[config.mk]
export PLATFORM = sky130hd
export DESIGN_NAME = go_back_n_sender
export DESIGN_NICKNAME = d
export VERILOG_FILES = /design/src/rtl/core/gbn_pkg.sv /design/src/rtl/core/gbn_ctrl.sv /design/src/rtl/core/gbn_dp.sv /design/src/rtl/core/go_back_n_sender.sv
export SDC_FILE = /design/constraint.sdc
export NUM_CORES = 1
export LEC_CHECK = 0
export ABC_AREA = 0
export BUFFER_PORTS_ARGS = -buffer_cell sky130_fd_sc_hd__buf_2
export CORE_UTILIZATION = 55
export CTS_BUF_LIST = sky130_fd_sc_hd__clkbuf_8 sky130_fd_sc_hd__clkbuf_16
export DETAILED_ROUTE_END_ITERATION = 10
export PLACE_DENSITY = 0.85
export SYNTH_ARGS = -nofsm -noshare
export SYNTH_HDL_FRONTEND = slang
export SYNTH_SLANG_ARGS = --single-unit
[constraint.sdc]
create_clock -name clock -period 5.7 [get_ports clock]
set_input_delay 0.57 -clock clock [delete_from_list [all_inputs] [get_ports clock]]
set_output_delay 0.57 -clock clock [all_outputs]
set_load 0.01 [all_outputs]
[src/rtl/core/gbn_pkg.sv]
// gbn_pkg: shared types, codes and constants of the go-back-n sender
// no dependencies; imported by gbn_ctrl, gbn_dp, go_back_n_sender, gbn_checker and testbench
`timescale 1ns / 1ps

package gbn_pkg;

   localparam int SEQ_BITS      = 16;
   localparam int NUM_BITS      = SEQ_BITS + 1;
   localparam int TOP_BITS      = NUM_BITS + 1;
   localparam int TIME_BITS     = 28;
   localparam int RTT_BITS      = 24;
   localparam int WS_BITS       = 6;
   localparam int TOT_BITS      = 16;
   localparam int TRY_BITS      = 4;
   localparam int OP_BITS       = 2;
   localparam int KIND_BITS     = 2;
   localparam int CSR_IDX_BITS  = 2;
   localparam int CSR_DATA_BITS = 24;
   localparam int REQ_DATA_BITS = 24;
   localparam int RSP_DATA_BITS = 16;

   localparam logic [OP_BITS-1:0] OP_START = 2'd0;
   localparam logic [OP_BITS-1:0] OP_TICK  = 2'd1;
   localparam logic [OP_BITS-1:0] OP_ACK   = 2'd2;

   localparam logic [CSR_IDX_BITS-1:0] CSR_WINDOW = 2'd0;
   localparam logic [CSR_IDX_BITS-1:0] CSR_TOTAL  = 2'd1;
   localparam logic [CSR_IDX_BITS-1:0] CSR_TRIES  = 2'd2;
   localparam logic [CSR_IDX_BITS-1:0] CSR_RTT    = 2'd3;

   localparam logic [WS_BITS-1:0]   WS_RESET    = 6'd4;
   localparam logic [TOT_BITS-1:0]  TOT_RESET   = 16'd1;
   localparam logic [TRY_BITS-1:0]  TRIES_RESET = 4'd3;
   localparam logic [RTT_BITS-1:0]  RTT_RESET   = 24'd500000;
   localparam logic [TIME_BITS-1:0] ELAPSED_MAX = 28'hFFFFFFF;

   typedef enum logic [KIND_BITS-1:0] {
      K_INIT = 2'd0,
      K_DATA = 2'd1,
      K_DONE = 2'd2,
      K_FAIL = 2'd3
   } kind_type;

   typedef enum logic [2:0] {
      PH_IDLE,
      PH_INIT,
      PH_XFER,
      PH_DONE,
      PH_FAIL
   } phase_type;

   typedef enum logic [2:0] {
      ST_IDLE,
      ST_EXEC,
      ST_TOUT,
      ST_EMIT,
      ST_WIN
   } state_type;

   typedef struct packed {
      logic     take;
      logic     timer_clear;
      logic     seq_init;
      logic     slide;
      logic     rewind;
      logic     tick;
      logic     load_limit;
      logic     advance;
      logic     load_out;
      kind_type out_kind;
      logic     out_last;
   } cmd_type;

   typedef struct packed {
      logic [OP_BITS-1:0] op;
      logic               timeout;
      logic               tries_out;
      logic               ack_one;
      logic               ack_done;
      logic               win_ok;
      logic               win_more;
      logic               out_free;
   } status_type;

endpackage

[src/rtl/core/gbn_ctrl.sv]
// gbn_ctrl: sequencer and transfer phase of the go-back-n sender
// depends on gbn_pkg; drives gbn_dp through cmd_type, reads status_type
`timescale 1ns / 1ps

module gbn_ctrl (
   input  logic                clock,
   input  logic                reset,
   input  logic                req_tvalid,
   output logic                req_tready,
   input  gbn_pkg::status_type status,
   output gbn_pkg::cmd_type    cmd
);
   import gbn_pkg::*;

   state_type state_ff, state_in;
   phase_type phase_ff, phase_in;
   kind_type  kind_ff, kind_in;

   logic live;

   assign live = (phase_ff == PH_INIT) || (phase_ff == PH_XFER);

   // next state
   always_comb begin
      state_in = state_ff;
      phase_in = phase_ff;
      kind_in  = kind_ff;
      unique case (state_ff)
         ST_IDLE: begin
            if (req_tvalid) state_in = ST_EXEC;
         end
         ST_EXEC: begin
            state_in = ST_IDLE;
            unique case (status.op)
               OP_START: begin
                  phase_in = PH_INIT;
                  kind_in  = K_INIT;
                  state_in = ST_EMIT;
               end
               OP_TICK: begin
                  if (live && status.timeout) state_in = ST_TOUT;
               end
               OP_ACK: begin
                  if (phase_ff == PH_INIT) begin
                     if (status.ack_one) begin
                        phase_in = PH_XFER;
                        state_in = ST_WIN;
                     end else begin
                        phase_in = PH_FAIL;
                        kind_in  = K_FAIL;
                        state_in = ST_EMIT;
                     end
                  end else if (phase_ff == PH_XFER) begin
                     if (status.ack_done) begin
                        phase_in = PH_DONE;
                        kind_in  = K_DONE;
                        state_in = ST_EMIT;
                     end else begin
                        state_in = ST_WIN;
                     end
                  end
               end
               default: ;
            endcase
         end
         ST_TOUT: begin
            if (status.tries_out) begin
               phase_in = PH_FAIL;
               kind_in  = K_FAIL;
               state_in = ST_EMIT;
            end else if (phase_ff == PH_INIT) begin
               kind_in  = K_INIT;
               state_in = ST_EMIT;
            end else begin
               state_in = ST_WIN;
            end
         end
         ST_EMIT: begin
            if (status.out_free) state_in = ST_IDLE;
         end
         ST_WIN: begin
            if (!status.win_ok) state_in = ST_IDLE;
            else if (status.out_free && !status.win_more) state_in = ST_IDLE;
         end
         default: state_in = ST_IDLE;
      endcase
   end

   // commands
   always_comb begin
      cmd        = '0;
      req_tready = (state_ff == ST_IDLE);
      cmd.take   = (state_ff == ST_IDLE) && req_tvalid;
      unique case (state_ff)
         ST_IDLE: ;
         ST_EXEC: begin
            unique case (status.op)
               OP_START: begin
                  cmd.seq_init    = 1'b1;
                  cmd.timer_clear = 1'b1;
               end
               OP_TICK: begin
                  cmd.tick = live;
               end
               OP_ACK: begin
                  if (phase_ff == PH_INIT && status.ack_one) begin
                     cmd.seq_init    = 1'b1;
                     cmd.timer_clear = 1'b1;
                  end else if (phase_ff == PH_XFER && !status.ack_done) begin
                     cmd.slide       = 1'b1;
                     cmd.timer_clear = 1'b1;
                  end
               end
               default: ;
            endcase
         end
         ST_TOUT: begin
            if (!status.tries_out) begin
               cmd.load_limit = 1'b1;
               cmd.rewind     = (phase_ff == PH_XFER);
            end
         end
         ST_EMIT: begin
            if (status.out_free) begin
               cmd.load_out = 1'b1;
               cmd.out_kind = kind_ff;
               cmd.out_last = 1'b1;
            end
         end
         ST_WIN: begin
            if (status.win_ok && status.out_free) begin
               cmd.load_out = 1'b1;
               cmd.out_kind = K_DATA;
               cmd.out_last = !status.win_more;
               cmd.advance  = 1'b1;
            end
         end
         default: ;
      endcase
   end

   always_ff @(posedge clock) begin
      if (reset) begin
         state_ff <= ST_IDLE;
         phase_ff <= PH_IDLE;
         kind_ff  <= K_INIT;
      end else begin
         state_ff <= state_in;
         phase_ff <= phase_in;
         kind_ff  <= kind_in;
      end
   end

   a_take_exec: assert property (@(posedge clock) disable iff (reset)
      cmd.take |=> state_ff == ST_EXEC)
      else $error("accepted item not executed");

   a_data_in_xfer: assert property (@(posedge clock) disable iff (reset)
      (cmd.load_out && cmd.out_kind == K_DATA) |-> phase_ff == PH_XFER)
      else $error("data command outside transfer phase");

   a_win_in_xfer: assert property (@(posedge clock) disable iff (reset)
      state_ff == ST_WIN |-> phase_ff == PH_XFER)
      else $error("window issue outside transfer phase");

endmodule

[src/rtl/core/gbn_dp.sv]
// gbn_dp: config registers, sequence and timer datapath, result register
// depends on gbn_pkg; commanded by gbn_ctrl
`timescale 1ns / 1ps

module gbn_dp #(
   parameter int WINDOW_MAX = 32
) (
   input  logic                                clock,
   input  logic                                reset,
   input  gbn_pkg::cmd_type                    cmd,
   output gbn_pkg::status_type                 status,
   input  logic [gbn_pkg::REQ_DATA_BITS-1:0]   req_tdata,
   input  logic [gbn_pkg::OP_BITS-1:0]         req_tuser,
   input  logic                                csr_we,
   input  logic [gbn_pkg::CSR_IDX_BITS-1:0]    csr_index,
   input  logic [gbn_pkg::CSR_DATA_BITS-1:0]   csr_wdata,
   output logic                                rsp_tvalid,
   input  logic                                rsp_tready,
   output logic [gbn_pkg::RSP_DATA_BITS-1:0]   rsp_tdata,
   output logic [gbn_pkg::KIND_BITS-1:0]       rsp_tuser,
   output logic                                rsp_tlast
);
   import gbn_pkg::*;

   localparam int CNT_BITS = $clog2(WINDOW_MAX + 1);
   localparam int WC_BITS  = (CNT_BITS > WS_BITS) ? CNT_BITS : WS_BITS;
   localparam logic [WC_BITS-1:0]  W_LIMIT  = WC_BITS'(WINDOW_MAX);
   localparam logic [CNT_BITS-1:0] CNT_MAX  = CNT_BITS'(WINDOW_MAX);
   localparam logic [CNT_BITS-1:0] CNT_LAST = CNT_BITS'(WINDOW_MAX - 1);

   logic [WS_BITS-1:0]   ws_ff, ws_in;
   logic [TOT_BITS-1:0]  total_ff, total_in;
   logic [TRY_BITS-1:0]  tries_ff, tries_in;
   logic [RTT_BITS-1:0]  rtt_ff, rtt_in;

   logic [OP_BITS-1:0]   op_ff;
   logic [NUM_BITS-1:0]  ack_ff;

   logic [NUM_BITS-1:0]  base_ff, base_in;
   logic [NUM_BITS-1:0]  nts_ff, nts_in;
   logic [TRY_BITS-1:0]  att_ff, att_in;
   logic [TIME_BITS-1:0] elapsed_ff, elapsed_in;
   logic [TIME_BITS-1:0] limit_ff, limit_in;
   logic [CNT_BITS-1:0]  cnt_ff, cnt_in;

   logic                 valid_ff, valid_in;
   kind_type             kind_ff;
   logic [SEQ_BITS-1:0]  seq_ff;
   logic                 last_ff;

   logic [TIME_BITS-1:0] elapsed_inc;
   logic [NUM_BITS-1:0]  slid_base;
   logic [NUM_BITS-1:0]  total_ext;
   logic [WC_BITS-1:0]   ws_ext;
   logic [WC_BITS-1:0]   w_clamp;
   logic [TOP_BITS-1:0]  top;

   assign total_ext   = NUM_BITS'(total_ff);
   assign ws_ext      = WC_BITS'(ws_ff);
   assign w_clamp     = (ws_ff == '0) ? WC_BITS'(1) :
                        (ws_ext > W_LIMIT) ? W_LIMIT : ws_ext;
   assign top         = TOP_BITS'(base_ff) + TOP_BITS'(w_clamp) - TOP_BITS'(1);
   assign elapsed_inc = (elapsed_ff == ELAPSED_MAX) ? elapsed_ff
                                                    : elapsed_ff + TIME_BITS'(1);
   assign slid_base   = (ack_ff > base_ff) ? ack_ff : base_ff;

   always_comb begin
      status           = '0;
      status.op        = op_ff;
      status.timeout   = (elapsed_inc >= limit_ff);
      status.tries_out = (att_ff >= tries_ff);
      status.ack_one   = (ack_ff == NUM_BITS'(1));
      status.ack_done  = (ack_ff == total_ext + NUM_BITS'(1));
      status.win_ok    = (TOP_BITS'(nts_ff) <= top) && (nts_ff <= total_ext)
                         && (cnt_ff < CNT_MAX);
      status.win_more  = (TOP_BITS'(nts_ff) < top) && (nts_ff < total_ext)
                         && (cnt_ff < CNT_LAST);
      status.out_free  = !valid_ff || rsp_tready;
   end

   // config writes
   always_comb begin
      ws_in    = ws_ff;
      total_in = total_ff;
      tries_in = tries_ff;
      rtt_in   = rtt_ff;
      if (csr_we) begin
         unique case (csr_index)
            CSR_WINDOW: ws_in    = csr_wdata[WS_BITS-1:0];
            CSR_TOTAL:  total_in = csr_wdata[TOT_BITS-1:0];
            CSR_TRIES:  tries_in = csr_wdata[TRY_BITS-1:0];
            CSR_RTT:    rtt_in   = csr_wdata[RTT_BITS-1:0];
            default: ;
         endcase
      end
   end

   // sequence numbers and timer
   always_comb begin
      base_in    = base_ff;
      nts_in     = nts_ff;
      att_in     = att_ff;
      elapsed_in = elapsed_ff;
      limit_in   = limit_ff;
      cnt_in     = cnt_ff;
      if (cmd.seq_init) begin
         base_in = NUM_BITS'(1);
         nts_in  = NUM_BITS'(1);
         cnt_in  = '0;
      end
      if (cmd.slide) begin
         base_in = slid_base;
         nts_in  = (nts_ff < slid_base) ? slid_base : nts_ff;
         cnt_in  = '0;
      end
      if (cmd.rewind) begin
         nts_in = base_ff;
         cnt_in = '0;
      end
      if (cmd.advance) begin
         nts_in = nts_ff + NUM_BITS'(1);
         cnt_in = cnt_ff + CNT_BITS'(1);
      end
      if (cmd.timer_clear) begin
         att_in     = '0;
         elapsed_in = '0;
         limit_in   = TIME_BITS'(rtt_ff);
      end
      if (cmd.tick) begin
         if (status.timeout) begin
            elapsed_in = '0;
            att_in     = att_ff + TRY_BITS'(1);
         end else begin
            elapsed_in = elapsed_inc;
         end
      end
      if (cmd.load_limit) begin
         limit_in = (TIME_BITS'(att_ff) + TIME_BITS'(1)) * TIME_BITS'(rtt_ff);
      end
   end

   // result register
   always_comb begin
      valid_in = valid_ff;
      if (cmd.load_out) valid_in = 1'b1;
      else if (rsp_tready) valid_in = 1'b0;
   end

   always_ff @(posedge clock) begin
      if (reset) begin
         ws_ff      <= WS_RESET;
         total_ff   <= TOT_RESET;
         tries_ff   <= TRIES_RESET;
         rtt_ff     <= RTT_RESET;
         base_ff    <= NUM_BITS'(1);
         nts_ff     <= NUM_BITS'(1);
         att_ff     <= '0;
         elapsed_ff <= '0;
         limit_ff   <= TIME_BITS'(RTT_RESET);
         cnt_ff     <= '0;
         valid_ff   <= 1'b0;
      end else begin
         ws_ff      <= ws_in;
         total_ff   <= total_in;
         tries_ff   <= tries_in;
         rtt_ff     <= rtt_in;
         base_ff    <= base_in;
         nts_ff     <= nts_in;
         att_ff     <= att_in;
         elapsed_ff <= elapsed_in;
         limit_ff   <= limit_in;
         cnt_ff     <= cnt_in;
         valid_ff   <= valid_in;
      end
   end

   always_ff @(posedge clock) begin
      if (cmd.take) begin
         op_ff  <= req_tuser;
         ack_ff <= req_tdata[NUM_BITS-1:0];
      end
      if (cmd.load_out) begin
         kind_ff <= cmd.out_kind;
         seq_ff  <= (cmd.out_kind == K_DATA) ? nts_ff[SEQ_BITS-1:0] : '0;
         last_ff <= cmd.out_last;
      end
   end

   assign rsp_tvalid = valid_ff;
   assign rsp_tdata  = RSP_DATA_BITS'(seq_ff);
   assign rsp_tuser  = kind_ff;
   assign rsp_tlast  = last_ff;

   a_slide_order: assert property (@(posedge clock) disable iff (reset)
      cmd.slide |=> nts_ff >= base_ff)
      else $error("next sequence below window base after slide");

   a_limit_nonzero: assert property (@(posedge clock) disable iff (reset)
      (cmd.load_limit && rtt_ff != '0) |=> limit_ff != '0)
      else $error("retry timeout loaded as zero");

   a_load_shows: assert property (@(posedge clock) disable iff (reset)
      cmd.load_out |=> rsp_tvalid)
      else $error("loaded result not presented");

endmodule

[src/rtl/core/go_back_n_sender.sv]
// go_back_n_sender: go-back-n arq sender control, top level; uses gbn_pkg, gbn_ctrl, gbn_dp
// an item goes through the exec state, and the timeout state on a timeout, before its first
// result, then one result per cycle from the result register while the receiver is ready;
// the single sequence counter issues one slot per cycle unless the output stalls; one item in flight
// synchronous active-high reset loads the register defaults and an idle transfer
`timescale 1ns / 1ps

module go_back_n_sender #(
   parameter int WINDOW_MAX = 32
) (
   input  logic                                clock,
   input  logic                                reset,
   input  logic                                req_tvalid,
   output logic                                req_tready,
   input  logic [gbn_pkg::REQ_DATA_BITS-1:0]   req_tdata,  // ack_num
   input  logic [gbn_pkg::OP_BITS-1:0]         req_tuser,  // op
   output logic                                rsp_tvalid,
   input  logic                                rsp_tready,
   output logic [gbn_pkg::RSP_DATA_BITS-1:0]   rsp_tdata,  // seq
   output logic [gbn_pkg::KIND_BITS-1:0]       rsp_tuser,  // kind
   output logic                                rsp_tlast,
   input  logic                                csr_we,
   input  logic [gbn_pkg::CSR_IDX_BITS-1:0]    csr_index,
   input  logic [gbn_pkg::CSR_DATA_BITS-1:0]   csr_wdata
);
   import gbn_pkg::*;

   cmd_type    cmd;
   status_type status;

   gbn_ctrl u_ctrl (
      .clock      (clock),
      .reset      (reset),
      .req_tvalid (req_tvalid),
      .req_tready (req_tready),
      .status     (status),
      .cmd        (cmd)
   );

   gbn_dp #(
      .WINDOW_MAX (WINDOW_MAX)
   ) u_dp (
      .clock      (clock),
      .reset      (reset),
      .cmd        (cmd),
      .status     (status),
      .req_tdata  (req_tdata),
      .req_tuser  (req_tuser),
      .csr_we     (csr_we),
      .csr_index  (csr_index),
      .csr_wdata  (csr_wdata),
      .rsp_tvalid (rsp_tvalid),
      .rsp_tready (rsp_tready),
      .rsp_tdata  (rsp_tdata),
      .rsp_tuser  (rsp_tuser),
      .rsp_tlast  (rsp_tlast)
   );

endmodule

==> flow_metrics.env <==
export IMPL_hp_class="primary input to flip-flop"
export IMPL_ys_ff_latch=197
export IMPL_drive_above_1_share=0.08832
export IMPL_finalNetCount=2241
export IMPL_cts_path_max_buffers=2
export IMPL_crit_top_cell="fa_1"
export IMPL_place_hpwl_um=33110
export IMPL_outcome="complete, no violations"
export IMPL_yosys_top_cells_area="dfxtp_1 20%, ha_1 13%, fa_1 8.3%, edfxtp_1 7.2%, nand2_1 6.3%"
export IMPL_fin_crit_ns=5.426
export IMPL_slew_violations=0
export IMPL_multiInputGateArea_mm2=0.01072
export IMPL_period_share=0.9520
export IMPL_netlist_area_mm2=0.01588
export IMPL_die_area_mm2=0.02955
export IMPL_worst_slew_pin_slew_ns=1.138
export IMPL_cts_tree="built"
export IMPL_antenna_found_initial=0
export IMPL_hold_viol=0
export IMPL_synth_top_area_cell="dfxtp_1"
export IMPL_fmax_ghz=0.1843
export IMPL_power_w=0.003191
export IMPL_grt_usage=0.3004
export IMPL_vias=14620
export IMPL_ys_async_sr_fraction=0
export IMPL_gp_congestion=0.9392
export IMPL_powerDensity_mw_per_mm2=184.3
export IMPL_critPathCaptureType="flip-flop"
export IMPL_leakage_nw=7.682
export IMPL_grt_ovfl_total=0
export IMPL_cp_required_ns=6.05
export IMPL_synthFlopType="dfxtp_1"
export IMPL_grt_first_pass_wirelength_um=70300
export IMPL_rows=61
export IMPL_ir_drop_uv=194.8
export IMPL_n_fill_cell=2346
export IMPL_fin_util=0.6163
export IMPL_hold_buffers=0
export IMPL_drt_initial_drc_count=1405
export IMPL_core_area_mm2=0.02809
export IMPL_antenna_cells=0
export IMPL_via_per_inst=6.227
export IMPL_reg2reg_slack_ns=0.27
export IMPL_synthCells=1912
export IMPL_criticalPathCategory="flip-flop to flip-flop"
export IMPL_crit_slowest_cell="fa_1"
export IMPL_wl_per_cell_um=18.47
export IMPL_clock_skew_ns=0.01261
export IMPL_clk_latency_ns=0.45
export IMPL_setup_tns_ns=0
export IMPL_cp_max_fo=18
export IMPL_ioPinCount=78
export IMPL_ys_warn_count=0
export IMPL_dp_cells=2313
export IMPL_drc=0
export IMPL_grt_max_degree=83
export IMPL_final_antenna_net_count=0
export IMPL_cp_start_kind="flip-flop"
export IMPL_dr_pass1_iters=6
export IMPL_drt_wl_total_um=43360
export IMPL_numCtsBuffers=17
export IMPL_yosysSeqAreaShare=0.2723
export IMPL_die_h_um=171.9
export IMPL_worstPathArrival_ns=5.78
export IMPL_cp_cell_sequence="ha_1 -> and3_2 -> buf_4 -> nand2_1 -> fa_1 -> inv_1 -> fa_1 -> fa_1 -> ha_1 -> and3_1 -> nand3_1 -> o21ai_0 -> o2111ai_1 -> o211a_1 -> nor3_1 -> a31oi_1 -> xnor2_1 -> a22o_1"
export IMPL_die_w_um=171.9
export IMPL_avgSynthCellArea_um2=8.304
export IMPL_synth_edf_count=38
export IMPL_register_area_mm2=0.004324
export IMPL_slowest_delay_ns=0.56
export IMPL_cts_sinks=197
export IMPL_area_growth_pct=9.023
export IMPL_maxCapViolCount=0
export IMPL_syn_nets=2196
export IMPL_setup_viol=0
export IMPL_initial_utilization=0.5653
export IMPL_synth_top_area_frac=0.2005
export IMPL_final_cells=2348
export IMPL_path_clk_slew_ns=0.09
export IMPL_grt_pass1_vias=14320
export IMPL_htreeDepth=4
export IMPL_max_slew_margin=0.2390
export IMPL_root_buffer="clkbuf_16"
export IMPL_portBuffers=70
export IMPL_synth_cell_types=86
==> through the flow <==
stage | area (um^2) | setup slack, ns | hold slack, ns
floorplan | 15880 | 0.1404 | 0.4337
global placement | 16630 | 0.1692 | 0.4418
detailed placement | 16630 | -0.06749 | 0.4480
CTS | 17230 | 0.07775 | 0.2874
global route | 17310 | -0.08746 | 0.2839
finish | 17310 | 0.2739 | 0.2979
==> path summary, 6_finish.rpt <==
path | to | start | cells after the start
setup / recovery | u_dp.limit_ff[27] | u_dp.att_ff[1] | 18
hold / removal | u_dp.ack_ff[15] | req_tdata[15] | 1
setup reg to reg | u_dp.limit_ff[27] | u_dp.att_ff[1] | 18
hold reg to reg | u_dp.base_ff[3] | u_dp.base_ff[3] | 2
==> where the power goes <==
group | switching [W] | leakage [nW] | internal [W]
sequential | 0.0000542 | 1.66 | 0.00145
combinational | 0.000267 | 5.72 | 0.000169
clock | 0.000620 | 0.293 | 0.000626
==> cells in the mapped netlist, types with 30 or more instances <==
library cell and count:
nand2_1 266, and2_1 60, a22oi_1 34, nand3_1 62, a21oi_1 140, nor3_1 39
fa_1 66, clkbuf_1 58, xor2_1 31, dfxtp_1 159, a21o_1 46, edfxtp_1 38
nor2b_1 32, nor2_1 124, nand4_1 30, inv_1 162, ha_1 161, o21ai_0 49
xnor2_1 47
==> critical path, delay by kind of cell, from the launching register on <==
kind                       cells  cell delay, ns
adders and majority gates      5            2.19
AOI/OAI and AO/OA              5            1.23
and+or+nand+nor                5            1.02
DFF                            1            0.39
buffers and inverters          2            0.33
xor gates and xnor gates       1            0.16
==> logic make-up (layout without fill, tap and decap cells) <==
family,count (synthesis),in the layout,share of synthesized area
xor+xnor,78,78,0.04303
flops,197,197,0.2723
simple gates,730,730,0.2250
compound gates,424,424,0.1790
buf+inv,236,294,0.05745
fa+ha+maj,227,227,0.2101
mux,20,20,0.01308
==> layer usage <==
| metal | wire length (um) | GRT usage |
|---|---|---|
| met4 | 1842 | 0.1451 |
| met1 | 17450 | 0.3698 |
| met3 | 3498 | 0.06020 |
| met2 | 20570 | 0.5016 |
| met5 | 0 | 0 |
==> layout make-up <==
type,instances,share of cell area
Multi-Input combinational cell,1479,0.6194
Sequential cell,197,0.2498
Inverter,162,0.03513
Timing Repair Buffer,100,0.03404
Tap cell,378,0.02732
Clock buffer,17,0.02458
Clock inverter,15,0.009758
==> registers in the layout, indices dropped and copies added (netlist names), 3 cells and up <==
signal           count
u_dp.tries_ff        4
u_dp.att_ff          4
u_dp.total_ff       16
u_ctrl.phase_ff      3
u_dp.nts_ff         17
u_dp.base_ff        17
u_dp.ack_ff         17
u_dp.elapsed_ff     28
u_dp.rsp_tdata      16
u_ctrl.state_ff      3
u_dp.rtt_ff         24
u_dp.cnt_ff          6
u_dp.ws_ext          6
u_dp.limit_ff       28
==> placed cells by master, fill, tap and decap left out, types with 11 or more instances in the layout <==
| cell type | instances |
|---|---|
| a22oi_1 | 34 |
| a31oi_1 | 12 |
| ha_1 | 161 |
| and2_1 | 60 |
| nor2b_1 | 32 |
| edfxtp_1 | 38 |
| nand2b_1 | 28 |
| fa_1 | 66 |
| a21oi_1 | 137 |
| a211oi_1 | 12 |
| a21o_1 | 46 |
| nor4_1 | 15 |
| nand3_1 | 62 |
| dfxtp_1 | 159 |
| xor2_1 | 31 |
| xnor2_1 | 46 |
| buf_2 | 69 |
| buf_4 | 28 |
| a221oi_1 | 19 |
| nor2_1 | 123 |
| o21ai_0 | 47 |
| clkbuf_16 | 17 |
| nor3_1 | 35 |
| nand4_1 | 30 |
| inv_1 | 162 |
| and3_1 | 17 |
| mux2i_1 | 16 |
| nand2_1 | 266 |
| o21ai_1 | 11 |
==> repair_timing <==
action,in CTS,in global routing
gates resized for setup,3,15
setup buffers,0,3
pin swaps,0,3
endpoints found under the setup margin,31,63
No activity file was read; power rests on OpenSTA's default activity.
